--- config.mk ---
export PLATFORM = sky130hd
export DESIGN_NAME = stereo_biquad_bandpass_conditioner_flat
export DESIGN_NICKNAME = d
export VERILOG_FILES = /design/src/hw/rtl/sbbc_pkg.sv /design/src/hw/rtl/sbbc_if.sv /design/src/hw/rtl/sbbc_ctrl.sv /design/src/hw/rtl/sbbc_datapath.sv /design/src/hw/rtl/stereo_biquad_bandpass_conditioner.sv /design/src/flat_wrapper.sv
export SDC_FILE = /design/constraint.sdc
export NUM_CORES = 2
export LEC_CHECK = 0
export BUFFER_PORTS_ARGS = -buffer_cell sky130_fd_sc_hd__buf_2
export CAP_MARGIN = 10
export CORE_AREA = 2 2 309 311
export CTS_BUF_LIST = sky130_fd_sc_hd__clkbuf_4
export CTS_CLUSTER_SIZE = 25
export DETAILED_ROUTE_END_ITERATION = 7
export DIE_AREA = 0 0 311 313
export GPL_ROUTABILITY_DRIVEN = 1
export GPL_TIMING_DRIVEN = 0
export HOLD_SLACK_MARGIN = 0.05
export SLEW_MARGIN = 40
export SYNTH_ARGS = -nofsm -noshare
export SYNTH_HDL_FRONTEND = slang
export SYNTH_HIERARCHICAL = 1
export SYNTH_SLANG_ARGS = --single-unit
--- constraint.sdc ---
create_clock -name i_clk -period 10.5 [get_ports i_clk]
set_clock_uncertainty 0.2 [all_clocks]
set_input_delay 0.525 -clock i_clk [delete_from_list [all_inputs] [get_ports i_clk]]
set_output_delay 0.525 -clock i_clk [all_outputs]
set_load 0.01 [all_outputs]
--- src/hw/rtl/sbbc_pkg.sv ---
// Shared widths, register map, reset values and controller commands for the band-pass conditioner.
`timescale 1ns / 1ps

package sbbc_pkg;

    localparam int RAW_W      = 32;
    localparam int SAMPLE_W   = 16;
    localparam int COEF_W     = 17;
    localparam int STATE_W    = 20;
    localparam int CFG_NUM    = 8;
    localparam int CFG_IDX_W  = 3;
    localparam int PROD_W     = COEF_W + SAMPLE_W;
    localparam int SAMPLE_MAX = 32767;
    localparam int SAMPLE_MIN = -32768;

    localparam int INPUT_GAIN_DEF     = 4;
    localparam int COEF_FRAC_BITS_DEF = 15;
    localparam int NUM_CHANNELS_DEF   = 2;

    // register indexes
    localparam logic [CFG_IDX_W-1:0] CFG_HP_B0 = 3'd0;
    localparam logic [CFG_IDX_W-1:0] CFG_HP_B1 = 3'd1;
    localparam logic [CFG_IDX_W-1:0] CFG_HP_A1 = 3'd2;
    localparam logic [CFG_IDX_W-1:0] CFG_HP_A2 = 3'd3;
    localparam logic [CFG_IDX_W-1:0] CFG_LP_B0 = 3'd4;
    localparam logic [CFG_IDX_W-1:0] CFG_LP_B1 = 3'd5;
    localparam logic [CFG_IDX_W-1:0] CFG_LP_A1 = 3'd6;
    localparam logic [CFG_IDX_W-1:0] CFG_LP_A2 = 3'd7;

    // coefficient slot within one stage's bank
    localparam logic [1:0] COEF_B0 = 2'd0;
    localparam logic [1:0] COEF_B1 = 2'd1;
    localparam logic [1:0] COEF_A1 = 2'd2;
    localparam logic [1:0] COEF_A2 = 2'd3;

    localparam logic signed [COEF_W-1:0] CFG_RESET [CFG_NUM] = '{
        17'sd31874, -17'sd63747, -17'sd63723, 17'sd30999,
        17'sd10396, 17'sd20791, 17'sd2111, 17'sd10010
    };

    typedef enum logic [3:0] {
        OP_IDLE,
        OP_LOAD,
        OP_MUL_B0,
        OP_MUL_B1,
        OP_Y,
        OP_MUL_A1,
        OP_MUL_A2,
        OP_UPD,
        OP_EMIT
    } t_op;

    typedef struct packed {
        t_op  op;
        logic lp;
    } t_cmd;

endpackage

--- src/hw/rtl/sbbc_if.sv ---
// Valid/ready stream interfaces for the input and result beats.
`timescale 1ns / 1ps

interface sbbc_in_if import sbbc_pkg::*; ();
    logic                    valid;
    logic                    ready;
    logic signed [RAW_W-1:0] raw_word;
    logic                    right_channel;
    logic                    clear_state;

    modport source (output valid, raw_word, right_channel, clear_state, input ready);
    modport sink (input valid, raw_word, right_channel, clear_state, output ready);
endinterface

interface sbbc_out_if import sbbc_pkg::*; ();
    logic                       valid;
    logic                       ready;
    logic signed [SAMPLE_W-1:0] filtered_sample;
    logic                       out_right;

    modport source (output valid, filtered_sample, out_right, input ready);
    modport sink (input valid, filtered_sample, out_right, output ready);
endinterface

--- src/hw/rtl/sbbc_ctrl.sv ---
// Sequencer that steps the shared multiplier through both biquad stages per beat.
`timescale 1ns / 1ps

module sbbc_ctrl import sbbc_pkg::*; (
    input  logic i_clk,
    input  logic i_rst_n,
    input  logic i_in_valid,
    output logic o_in_ready,
    output logic o_out_valid,
    input  logic i_out_ready,
    output t_cmd o_cmd
);

    typedef enum logic [2:0] {
        ST_IDLE,
        ST_MB0,
        ST_MB1,
        ST_Y,
        ST_MA1,
        ST_MA2,
        ST_UPD,
        ST_DONE
    } t_state;

    t_state r_state;
    logic   r_lp;
    logic   r_out_valid;
    logic   slot_free;

    assign slot_free   = !r_out_valid || i_out_ready;
    assign o_in_ready  = (r_state == ST_IDLE);
    assign o_out_valid = r_out_valid;

    always_comb begin
        o_cmd.lp = r_lp;
        unique case (r_state)
            ST_IDLE: o_cmd.op = i_in_valid ? OP_LOAD : OP_IDLE;
            ST_MB0:  o_cmd.op = OP_MUL_B0;
            ST_MB1:  o_cmd.op = OP_MUL_B1;
            ST_Y:    o_cmd.op = OP_Y;
            ST_MA1:  o_cmd.op = OP_MUL_A1;
            ST_MA2:  o_cmd.op = OP_MUL_A2;
            ST_UPD:  o_cmd.op = OP_UPD;
            ST_DONE: o_cmd.op = slot_free ? OP_EMIT : OP_IDLE;
            default: o_cmd.op = OP_IDLE;
        endcase
    end

    always_ff @(posedge i_clk) begin
        if (!i_rst_n) begin
            r_state     <= ST_IDLE;
            r_lp        <= 1'b0;
            r_out_valid <= 1'b0;
        end else begin
            if (r_state == ST_DONE && slot_free) begin
                r_out_valid <= 1'b1;
            end else if (r_out_valid && i_out_ready) begin
                r_out_valid <= 1'b0;
            end
            unique case (r_state)
                ST_IDLE: begin
                    if (i_in_valid) begin
                        r_lp    <= 1'b0;
                        r_state <= ST_MB0;
                    end
                end
                ST_MB0: r_state <= ST_MB1;
                ST_MB1: r_state <= ST_Y;
                ST_Y:   r_state <= ST_MA1;
                ST_MA1: r_state <= ST_MA2;
                ST_MA2: r_state <= ST_UPD;
                ST_UPD: begin
                    if (r_lp) begin
                        r_state <= ST_DONE;
                    end else begin
                        r_lp    <= 1'b1;
                        r_state <= ST_MB0;
                    end
                end
                ST_DONE: begin
                    if (slot_free) begin
                        r_state <= ST_IDLE;
                    end
                end
                default: r_state <= ST_IDLE;
            endcase
        end
    end

endmodule

--- src/hw/rtl/sbbc_datapath.sv ---
// Coefficient registers, per-channel delay state, shared multiplier and accumulators.
`timescale 1ns / 1ps

module sbbc_datapath import sbbc_pkg::*; #(
    parameter int INPUT_GAIN     = INPUT_GAIN_DEF,
    parameter int COEF_FRAC_BITS = COEF_FRAC_BITS_DEF,
    parameter int NUM_CHANNELS   = NUM_CHANNELS_DEF
) (
    input  logic                       i_clk,
    input  logic                       i_rst_n,
    input  t_cmd                       i_cmd,
    input  logic signed [RAW_W-1:0]    i_raw_word,
    input  logic                       i_right_channel,
    input  logic                       i_clear_state,
    input  logic                       i_cfg_we,
    input  logic [CFG_IDX_W-1:0]       i_cfg_addr,
    input  logic signed [COEF_W-1:0]   i_cfg_data,
    output logic signed [SAMPLE_W-1:0] o_filtered_sample,
    output logic                       o_out_right
);

    localparam int ACC_W    = STATE_W + COEF_FRAC_BITS + 3;
    localparam int GAIN_W   = $clog2(INPUT_GAIN + 1) + 1;
    localparam int GSCALE_W = SAMPLE_W + GAIN_W;
    localparam int CH_IDX_W = (NUM_CHANNELS > 1) ? $clog2(NUM_CHANNELS) : 1;

    localparam logic signed [ACC_W-1:0]    ACC_MAX = ACC_W'(SAMPLE_MAX);
    localparam logic signed [ACC_W-1:0]    ACC_MIN = ACC_W'(SAMPLE_MIN);
    localparam logic signed [GSCALE_W-1:0] GS_MAX  = GSCALE_W'(SAMPLE_MAX);
    localparam logic signed [GSCALE_W-1:0] GS_MIN  = GSCALE_W'(SAMPLE_MIN);
    localparam logic signed [GAIN_W-1:0]   GAIN_S  = GAIN_W'(INPUT_GAIN);

    logic signed [COEF_W-1:0]   r_cfg [CFG_NUM];
    logic signed [STATE_W-1:0]  r_z1 [2][NUM_CHANNELS];
    logic signed [STATE_W-1:0]  r_z2 [2][NUM_CHANNELS];
    logic signed [SAMPLE_W-1:0] r_x;
    logic signed [SAMPLE_W-1:0] r_y;
    logic signed [PROD_W-1:0]   r_prod;
    logic signed [PROD_W-1:0]   r_b0x;
    logic signed [ACC_W-1:0]    r_acc;
    logic [CH_IDX_W-1:0]        r_idx;
    logic                       r_ch;
    logic signed [SAMPLE_W-1:0] r_out_sample;
    logic                       r_out_right;

    logic [1:0]                 coef_sel;
    logic signed [COEF_W-1:0]   coef;
    logic signed [SAMPLE_W-1:0] opnd;
    logic signed [PROD_W-1:0]   mul;
    logic signed [STATE_W-1:0]  z1_cur;
    logic signed [STATE_W-1:0]  z2_cur;
    logic signed [ACC_W-1:0]    y_sum;
    logic signed [ACC_W-1:0]    y_shr;
    logic signed [SAMPLE_W-1:0] y_sat;
    logic signed [ACC_W-1:0]    acc_next;
    logic signed [ACC_W-1:0]    n1_full;
    logic signed [ACC_W-1:0]    n2_full;
    logic signed [GSCALE_W-1:0] scaled;
    logic signed [SAMPLE_W-1:0] scaled_sat;
    logic [CH_IDX_W-1:0]        n_idx;

    always_comb begin
        case (i_cmd.op)
            OP_MUL_B1: coef_sel = COEF_B1;
            OP_MUL_A1: coef_sel = COEF_A1;
            OP_MUL_A2: coef_sel = COEF_A2;
            default:   coef_sel = COEF_B0;
        endcase
    end

    assign coef   = r_cfg[{i_cmd.lp, coef_sel}];
    assign opnd   = (i_cmd.op == OP_MUL_A1 || i_cmd.op == OP_MUL_A2) ? r_y : r_x;
    assign mul    = coef * opnd;
    assign z1_cur = r_z1[i_cmd.lp][r_idx];
    assign z2_cur = r_z2[i_cmd.lp][r_idx];

    // stage output: y = sat16((b0*x + z1 << F) >> F)
    assign y_sum = ACC_W'(r_b0x) + (ACC_W'(z1_cur) <<< COEF_FRAC_BITS);
    assign y_shr = y_sum >>> COEF_FRAC_BITS;
    always_comb begin
        if (y_shr > ACC_MAX) begin
            y_sat = SAMPLE_W'(SAMPLE_MAX);
        end else if (y_shr < ACC_MIN) begin
            y_sat = SAMPLE_W'(SAMPLE_MIN);
        end else begin
            y_sat = y_shr[SAMPLE_W-1:0];
        end
    end

    assign acc_next = r_acc - ACC_W'(r_prod) + (ACC_W'(z2_cur) <<< COEF_FRAC_BITS);
    assign n1_full  = r_acc >>> COEF_FRAC_BITS;
    assign n2_full  = (ACC_W'(r_b0x) - ACC_W'(r_prod)) >>> COEF_FRAC_BITS;

    // input scaling: (raw >>> 16) * gain, saturated
    assign scaled = $signed(i_raw_word[RAW_W-1:RAW_W-SAMPLE_W]) * GAIN_S;
    always_comb begin
        if (scaled > GS_MAX) begin
            scaled_sat = SAMPLE_W'(SAMPLE_MAX);
        end else if (scaled < GS_MIN) begin
            scaled_sat = SAMPLE_W'(SAMPLE_MIN);
        end else begin
            scaled_sat = scaled[SAMPLE_W-1:0];
        end
    end

    assign n_idx = (NUM_CHANNELS > 1) ? CH_IDX_W'(i_right_channel) : '0;

    always_ff @(posedge i_clk) begin
        if (!i_rst_n) begin
            for (int i = 0; i < CFG_NUM; i++) begin
                r_cfg[i] <= CFG_RESET[i];
            end
            for (int s = 0; s < 2; s++) begin
                for (int c = 0; c < NUM_CHANNELS; c++) begin
                    r_z1[s][c] <= '0;
                    r_z2[s][c] <= '0;
                end
            end
        end else begin
            if (i_cfg_we) begin
                r_cfg[i_cfg_addr] <= i_cfg_data;
            end
            case (i_cmd.op)
                OP_LOAD: begin
                    r_x   <= scaled_sat;
                    r_idx <= n_idx;
                    r_ch  <= i_right_channel;
                    if (i_clear_state) begin
                        for (int s = 0; s < 2; s++) begin
                            for (int c = 0; c < NUM_CHANNELS; c++) begin
                                r_z1[s][c] <= '0;
                                r_z2[s][c] <= '0;
                            end
                        end
                    end
                end
                OP_MUL_B0: r_prod <= mul;
                OP_MUL_B1: begin
                    r_b0x  <= r_prod;
                    r_prod <= mul;
                end
                OP_Y: begin
                    r_acc <= ACC_W'(r_prod);
                    r_y   <= y_sat;
                end
                OP_MUL_A1: r_prod <= mul;
                OP_MUL_A2: begin
                    r_acc  <= acc_next;
                    r_prod <= mul;
                end
                OP_UPD: begin
                    r_z1[i_cmd.lp][r_idx] <= n1_full[STATE_W-1:0];
                    r_z2[i_cmd.lp][r_idx] <= n2_full[STATE_W-1:0];
                    r_x                   <= r_y;
                end
                OP_EMIT: begin
                    r_out_sample <= r_y;
                    r_out_right  <= r_ch;
                end
                default: ;
            endcase
        end
    end

    assign o_filtered_sample = r_out_sample;
    assign o_out_right       = r_out_right;

endmodule

--- src/hw/rtl/stereo_biquad_bandpass_conditioner.sv ---
// Top level of the stereo band-pass conditioner: sequencer plus datapath.
`timescale 1ns / 1ps

// Usage:
//   i_in  : input beats (raw_word, right_channel, clear_state), valid/ready.
//   o_out : result beats (filtered_sample, out_right), valid/ready; one per input.
//   i_cfg_we/i_cfg_addr/i_cfg_data : coefficient writes, index 0..7 in the order
//           hp_b0, hp_b1, hp_a1, hp_a2, lp_b0, lp_b1, lp_a1, lp_a2. Write only
//           while no beat is in flight.
// The input is latched at the accepting edge. Each biquad stage takes six
// steps on the single shared 17x16 multiplier (b0*x, b1*x, output, a1*y,
// a2*y, state update), and a final step hands the result to the output
// register. Ready is high only while the sequencer is idle, so a new beat is
// taken only after the previous result has gone to the output register.
// The output register holds one finished result; a stalled receiver delays the
// next result's hand-off, and the block stops accepting input after that.
// Reset loads the default coefficients, zeroes the delay state of every
// channel and empties the output register. clear_state zeroes all channels'
// delay state before the beat that carries it is filtered.
module stereo_biquad_bandpass_conditioner import sbbc_pkg::*; #(
    parameter int INPUT_GAIN     = INPUT_GAIN_DEF,
    parameter int COEF_FRAC_BITS = COEF_FRAC_BITS_DEF,
    parameter int NUM_CHANNELS   = NUM_CHANNELS_DEF
) (
    input  logic                     i_clk,
    input  logic                     i_rst_n,
    sbbc_in_if.sink                  i_in,
    sbbc_out_if.source               o_out,
    input  logic                     i_cfg_we,
    input  logic [CFG_IDX_W-1:0]     i_cfg_addr,
    input  logic signed [COEF_W-1:0] i_cfg_data
);

    t_cmd cmd;

    sbbc_ctrl u_ctrl (
        .i_clk       (i_clk),
        .i_rst_n     (i_rst_n),
        .i_in_valid  (i_in.valid),
        .o_in_ready  (i_in.ready),
        .o_out_valid (o_out.valid),
        .i_out_ready (o_out.ready),
        .o_cmd       (cmd)
    );

    sbbc_datapath #(
        .INPUT_GAIN     (INPUT_GAIN),
        .COEF_FRAC_BITS (COEF_FRAC_BITS),
        .NUM_CHANNELS   (NUM_CHANNELS)
    ) u_datapath (
        .i_clk             (i_clk),
        .i_rst_n           (i_rst_n),
        .i_cmd             (cmd),
        .i_raw_word        (i_in.raw_word),
        .i_right_channel   (i_in.right_channel),
        .i_clear_state     (i_in.clear_state),
        .i_cfg_we          (i_cfg_we),
        .i_cfg_addr        (i_cfg_addr),
        .i_cfg_data        (i_cfg_data),
        .o_filtered_sample (o_out.filtered_sample),
        .o_out_right       (o_out.out_right)
    );

endmodule

--- src/flat_wrapper.sv ---
// flat-port wrapper written by rule: the top's interface ports become plain ports
module stereo_biquad_bandpass_conditioner_flat import sbbc_pkg::*;
#(
    parameter int INPUT_GAIN     = INPUT_GAIN_DEF,
    parameter int COEF_FRAC_BITS = COEF_FRAC_BITS_DEF,
    parameter int NUM_CHANNELS   = NUM_CHANNELS_DEF
)
  (i_clk, i_rst_n, i_cfg_we, i_cfg_addr, i_cfg_data, i_in_valid, i_in_raw_word, i_in_right_channel, i_in_clear_state, i_in_ready, o_out_valid, o_out_filtered_sample, o_out_out_right, o_out_ready);
  sbbc_in_if i_in_i ();
  sbbc_out_if o_out_i ();
  input  logic i_clk;
  input  logic i_rst_n;
  input  logic i_cfg_we;
  input  logic [CFG_IDX_W-1:0] i_cfg_addr;
  input  logic signed [COEF_W-1:0] i_cfg_data;
  input wire logic [$bits(i_in_i.valid)-1:0] i_in_valid;
  input wire logic [$bits(i_in_i.raw_word)-1:0] i_in_raw_word;
  input wire logic [$bits(i_in_i.right_channel)-1:0] i_in_right_channel;
  input wire logic [$bits(i_in_i.clear_state)-1:0] i_in_clear_state;
  output wire logic [$bits(i_in_i.ready)-1:0] i_in_ready;
  output wire logic [$bits(o_out_i.valid)-1:0] o_out_valid;
  output wire logic [$bits(o_out_i.filtered_sample)-1:0] o_out_filtered_sample;
  output wire logic [$bits(o_out_i.out_right)-1:0] o_out_out_right;
  input wire logic [$bits(o_out_i.ready)-1:0] o_out_ready;
  assign i_in_i.valid = i_in_valid;
  assign i_in_i.raw_word = i_in_raw_word;
  assign i_in_i.right_channel = i_in_right_channel;
  assign i_in_i.clear_state = i_in_clear_state;
  assign i_in_ready = i_in_i.ready;
  assign o_out_valid = o_out_i.valid;
  assign o_out_filtered_sample = o_out_i.filtered_sample;
  assign o_out_out_right = o_out_i.out_right;
  assign o_out_i.ready = o_out_ready;
  stereo_biquad_bandpass_conditioner #(.INPUT_GAIN(INPUT_GAIN), .COEF_FRAC_BITS(COEF_FRAC_BITS), .NUM_CHANNELS(NUM_CHANNELS)) u_core (.i_clk(i_clk), .i_rst_n(i_rst_n), .i_in(i_in_i), .o_out(o_out_i), .i_cfg_we(i_cfg_we), .i_cfg_addr(i_cfg_addr), .i_cfg_data(i_cfg_data));
endmodule
======== Yosys cells after proc, flatten, opt, wreduce, memory -nomap -nowiden ========
Memory sizes are Yosys's and may differ from the RTL's. A register that Yosys moved wholly into a read port is not among the register bits.
Index checks and enable logic that the tools add are counted.
cells by class
  add/subtract/negate cells ............... 4
  multipliers ............................. 1
  magnitude comparators ................... 6
  equal/unequal tests ..................... 17
  muxes and demuxes ....................... 58
  bitwise operators ....................... 9
  reductions and logical operators ........ 24
operators by type and width
  cell                                                                    number
  20-bit 2-to-1 mux                                                       15
  40-bit 2-to-1 mux                                                       5
  40-bit OR reduction                                                     2
  38-bit case mux with 2 select lines                                     1
  16-bit 2-to-1 mux                                                       4
  38-bit by 35-bit adder with 38-bit output                               1
  38-bit by 33-bit subtractor with 38-bit output                          1
  33-bit by 35-bit adder with 36-bit output                               1
  33-bit by 33-bit subtractor with 34-bit output                          1
  17-bit by 16-bit multiplier with 33-bit output                          1
  16-bit case mux with 2 select lines                                     1
  4-bit case mux with 8 select lines                                      1
  3-bit case mux with 8 select lines                                      1
  21-bit by 16-bit > comparator with 1-bit output, second input constant  1
  21-bit by 16-bit < comparator with 1-bit output, second input constant  1
  1-bit 2-to-1 mux                                                        21
  20-bit demux with 1-bit select                                          1
  18-bit by 16-bit > comparator with 1-bit output, second input constant  1
  18-bit by 16-bit < comparator with 1-bit output, second input constant  1
  2-bit AND reduction                                                     9
  17-bit 2-to-1 mux                                                       1
  17-bit OR reduction                                                     1
  4-bit by 3-bit == test with 1-bit output, second input constant         4
  3-bit == test, second input constant                                    4
  other kinds (20)                                                        39
word-level totals
  register bits after elaboration ......... 159
  bits in writable memories ............... 296
  input port bits ......................... 59
  output and inout bits ................... 19
  memories kept ........................... 3
memory list
  name                     words  bits a word  rd ports  clocked after Yosys merged registers in  write ports  RTL line             source
  u_core.u_datapath.r_cfg  8      17           1         0                                        8            sbbc_datapath.sv:33  logic signed [COEF_W-1:0] r_cfg [CFG_NUM];
  u_core.u_datapath.r_z1   2      40           1         1                                        2            sbbc_datapath.sv:34  logic signed [STATE_W-1:0] r_z1 [2][NUM_CHANNELS];
  u_core.u_datapath.r_z2   2      40           1         1                                        2            sbbc_datapath.sv:35  logic signed [STATE_W-1:0] r_z2 [2][NUM_CHANNELS];

======== Longest topological paths before layout ========
  word-level depth ........................ 10
  mapped depth ............................ 37
  mapped depth without buffers ............ 32

======== Cells and area by module ========
Netlist, hierarchy kept.
modules (own cells, without submodules)
  module         instances  cells each  area an instance (sq um)  seq. area each (sq um)
  sbbc_datapath  1          3,058       33,204.3                  13,302.8
  sbbc_ctrl      1          36          291.5                     100.1

======== Least setup slack after synthesis ========
No wires, ideal clock.
  path type ............................... input to register
  start ................................... input port o_out_ready
  end ..................................... register u_core.u_datapath.r_prod[32] (data pin)
  arrival time ............................ 7,827 ps
  path slack .............................. 2,212 ps
  stages on the path ...................... 31
  buffers on the path ..................... 4
  path through ............................ nor2b_1 > nor2_1 > nand2b_1 > nor2_1 > buf_2 > clkbuf_1 > buf_2 > o211ai_1 > o21ai_0 > clkbuf_1 > nand2_1 > fa_1 > fa_1 > fa_1 > fa_1 > inv_1 > fa_1 > inv_1 > fa_1 > inv_1 > ha_1 > a21oi_1 > o21ai_0 > o41ai_1 > a31oi_1 > a21oi_1 > nor3_1 > o21ai_0 > a211oi_1 > a211oi_1 > xnor2_1
RTL lines
  element               RTL line              source
  from (decl)           flat_wrapper.sv:24    input wire logic [$bits(o_out_i.ready)-1:0] o_out_ready;
  to (signal assigned)  sbbc_datapath.sv:137  OP_MUL_B0: r_prod <= mul;
  to (signal assigned)  sbbc_datapath.sv:140  r_prod <= mul;
  to (signal assigned)  sbbc_datapath.sv:146  OP_MUL_A1: r_prod <= mul;
  to (decl)             sbbc_datapath.sv:38   logic signed [PROD_W-1:0] r_prod;

==> results.ini <==
[sta]
period_needed_ns=10.10
worst_slack_ns=0.403
slew_violations=0
unrepaired_setup_endpoints_after_global_routing=no
setup_violations=0
maxSlewHeadroom_pct=41.5
measured_slew_at_the_worst_slew_check_pin_ns=0.854
layout_worst_path_cycle_share_pct=96.2
fmax_ghz=0.0990
hold_viol=0

[worst_setup_path]
worst_r2r_endpoint=u_core/u_datapath/r_prod[32]
path_common_cell=fa_1
worst_r2r_start=u_core/u_ctrl/r_state[1]
worst_setup_path_end_kind=register
critPathArrivalTime_ns=10.57
critical_path.slowest_cell=fa_1
critical_path_peak_fanout=10
required_arrival_time_at_the_worst_endpoint_ns=10.97
worst-r2r-setup-slack_ns=0.40
worstSetupPathType=reg2reg
cp-start-kind=register
slowest_cell_delay_on_critical_path_ns=0.58
depth_of_the_most_critical_reg_to_reg_path=32

[place]
io_buffers=61
globalplace.congestion=0.922
placedCellCount=4449
hpwl_mm=73.0
dpl_worst_slack_ns=-0.472

[cts]
root_buffer=clkbuf_4
clk_transition_reported_paths_ns=0.07
numCtsBuffers=117
cts_tree=done
clk_latency_ns=0.97
post-cts-setup-buffers=0
clock_sinks=448
cts_buffer_depth=3
h_tree_levels=3

[synthesis]
net_count_after_synthesis=3634
ys_seq_area_share_pct=40.0
synth_cell_types=84
syn_avg_cell_area_um2=10.8
synth_mux_area_share_pct=4.97
complex_gate_fraction_of_the_synthesized_area_pct=7.50
synth_top_family_by_area=adder cells
count_of_flip_flops_with_a_built_in_enable_after_synthesis=443
synth_flop_type=edfxtp_1
postSynth.asyncResetShare_pct=0
synth_xor_area_share_pct=2.74
syn_area_mm2=0.0335
yosys_warnings=6
ys_seq_elements=448
netlist_instances=3094
area_share_of_and_or_nand_nor_cells_after_synthesis_pct=13.7
share_of_synthesized_cell_area_in_full_adder_half_adder_and_majority_cells_pct=24.6

[die]
die_width_um=311
design.portCount=78
initial_standard_cell_utilization_of_the_core_pct=35.6
die_area_mm2=0.0973
fp-row-count=113
coreArea_mm2=0.0942
die_y_um=313

[drt]
via_per_inst=5.07
drt-pass1-iter-count=6
count_of_routing_violations_after_the_opening_detailed_route_iteration=2092
remaining_drc_errors=0
wl_met3_mm=8.71
antenna_nets_post_route=0
total_routed_wirelength_mm=94.5
highest_layer=met4
route.vias.total=23900
routed-wl-met2_mm=42.8
post_drt_wl_per_cell_um=20.1
wirelength_met1_mm=40.7

[cells_and_area]
stdcell_count=4705
filler_cell_count=9315
final_net_count=3891
ratio_of_cells_with_drive_above_1_in_the_final_layout_pct=13.0
syn_to_final_growth_pct=13.6
layout_common_cells=inv_1, edfxtp_1, nor2_1, nand2_1, fa_1
most_frequent_standard_cell_in_the_layout_excluding_fill_and_tap_cells=inv_1

[global_route]
pin_count_of_the_biggest_net_entering_global_routing=34
grt_first_pass_wirelength_mm=143
first_global_vias=23900
globalRouteTotalUtil_pct=19.4
initial_antenna_violation_count=8
grt-ovfl-total=0

[min_path]
worstHoldStart=i_in_raw_word[29]
min-delay-path-class=in2reg
min_delay_path_depth=6
whs_endpoint=u_core/u_datapath/r_x[13]

[status]
status=completed

[flow_run]
maximum_capacitance_violations=0

## registers in the layout, indices dropped and copies added, names as in the netlist
signal / flops
u_core/u_datapath/r_cfg: 136
u_core/u_datapath/r_z1: 80
u_core/u_datapath/r_z2: 76
u_core/u_datapath/r_acc: 35
u_core/u_datapath/r_b0x: 33
u_core/u_datapath/r_prod: 33
u_core/u_datapath/o_filtered_sample: 16
u_core/u_datapath/r_x: 16
u_core/u_datapath/r_y: 16
u_core/u_ctrl/r_state: 3
u_core/u_ctrl/o_out_valid: 1
u_core/u_ctrl/r_lp: 1
u_core/u_datapath/o_out_right: 1
u_core/u_datapath/r_ch: 1
## cells in the mapped netlist (all sizes together), types with 12 or more instances
library cell / count / area [µm²]
inv: 457 / 1720
edfxtp: 443 / 13300
nor2: 352 / 1320
nand2: 326 / 1220
fa: 297 / 5950
ha: 184 / 2300
o21ai: 124 / 621
clkbuf: 87 / 328
and2: 83 / 519
a21oi: 82 / 414
nand2b: 69 / 432
xnor2: 63 / 552
a21o: 49 / 369
mux2i: 46 / 460
mux4: 46 / 1040
xor2: 41 / 367
or3: 39 / 244
nand3: 38 / 190
nor3: 29 / 161
buf: 24 / 128
o21a: 17 / 128
or2: 17 / 106
mux2: 15 / 169
o211ai: 14 / 105
a31oi: 12 / 90.1
## metal layers
layer | track usage (%) | up-vias
li1 | - | 10900
met1 | 26.5 | 11900
met2 | 30.3 | 906
met3 | 5.11 | 148
met4 | 6.23 | 0
met5 | 0.145 | -
## how the worst max path moves through the flow
stage	to	slack [ns]	cells after the start	startpoint
after detailed placement	u_core/u_datapath/r_prod[32]	-0.47	32	o_out_ready
after CTS	u_core/u_datapath/r_prod[32]	0.05	31	u_core/u_ctrl/o_out_valid
after global placement	u_core/u_datapath/r_prod[32]	-0.80	31	o_out_ready
final	u_core/u_datapath/r_prod[32]	0.40	32	u_core/u_ctrl/r_state[1]
after global routing	u_core/u_datapath/r_prod[32]	0.005	32	u_core/u_ctrl/r_state[1]
after floorplan	u_core/u_datapath/r_prod[32]	2.21	31	o_out_ready
## critical path: cells and delay by family, from the launching register on
kind	cells	cell delay [ns]
compound gates	10	2.61
xor+xnor	2	0.51
fa+ha+maj	7	3.42
buf+inv	8	1.79
flops	1	0.30
simple gates	5	0.97
## repair_timing
action / in CTS / in global routing
hold buffers: 49 / 0
hold endpoints to repair: 184 / 0
resized for setup: 7 / 18
endpoints found under the setup margin: 3 / 5
pin swaps: 0 / 1
## cell families (layout without fill, tap and decap cells)
family          count (synthesis)  in the layout
simple gates                 1006           1006
fa+ha+maj                     481            481
flops                         448            448
xor+xnor                      104            104
mux                           107            107
buf+inv                       569            910
other cells                     0              5
compound gates                379            379
## final cells by class
type	count	area, µm²	area share (%)
Antenna cell	5	12.5	0.0329
Buffer	110	479	1.26
Clock buffer	160	1200	3.16
Clock inverter	43	357	0.937
Inverter	458	1720	4.52
Multi-Input combinational cell	2077	18200	47.8
Sequential cell	448	13400	35.2
Tap cell	1265	1580	4.16
Timing Repair Buffer	139	1120	2.94
## through the flow
stage | instance area [µm²] | util, % | setup TNS (ns) | hold slack, ns
floorplan | 33500 | - | 0 | 0.224
global placement | 35400 | 37.6 | -3.25 | 0.235
detailed placement | 35900 | 38.1 | -1.27 | 0.237
CTS | 38000 | 40.3 | 0 | 0.0924
global route | 38100 | 40.4 | 0 | 0.197
finish | 38100 | 40.4 | 0 | 0.191
Power is left out: the tool's default activity adds up to more than one toggle a clock period on the data nets, which glitch-free logic cannot reach.
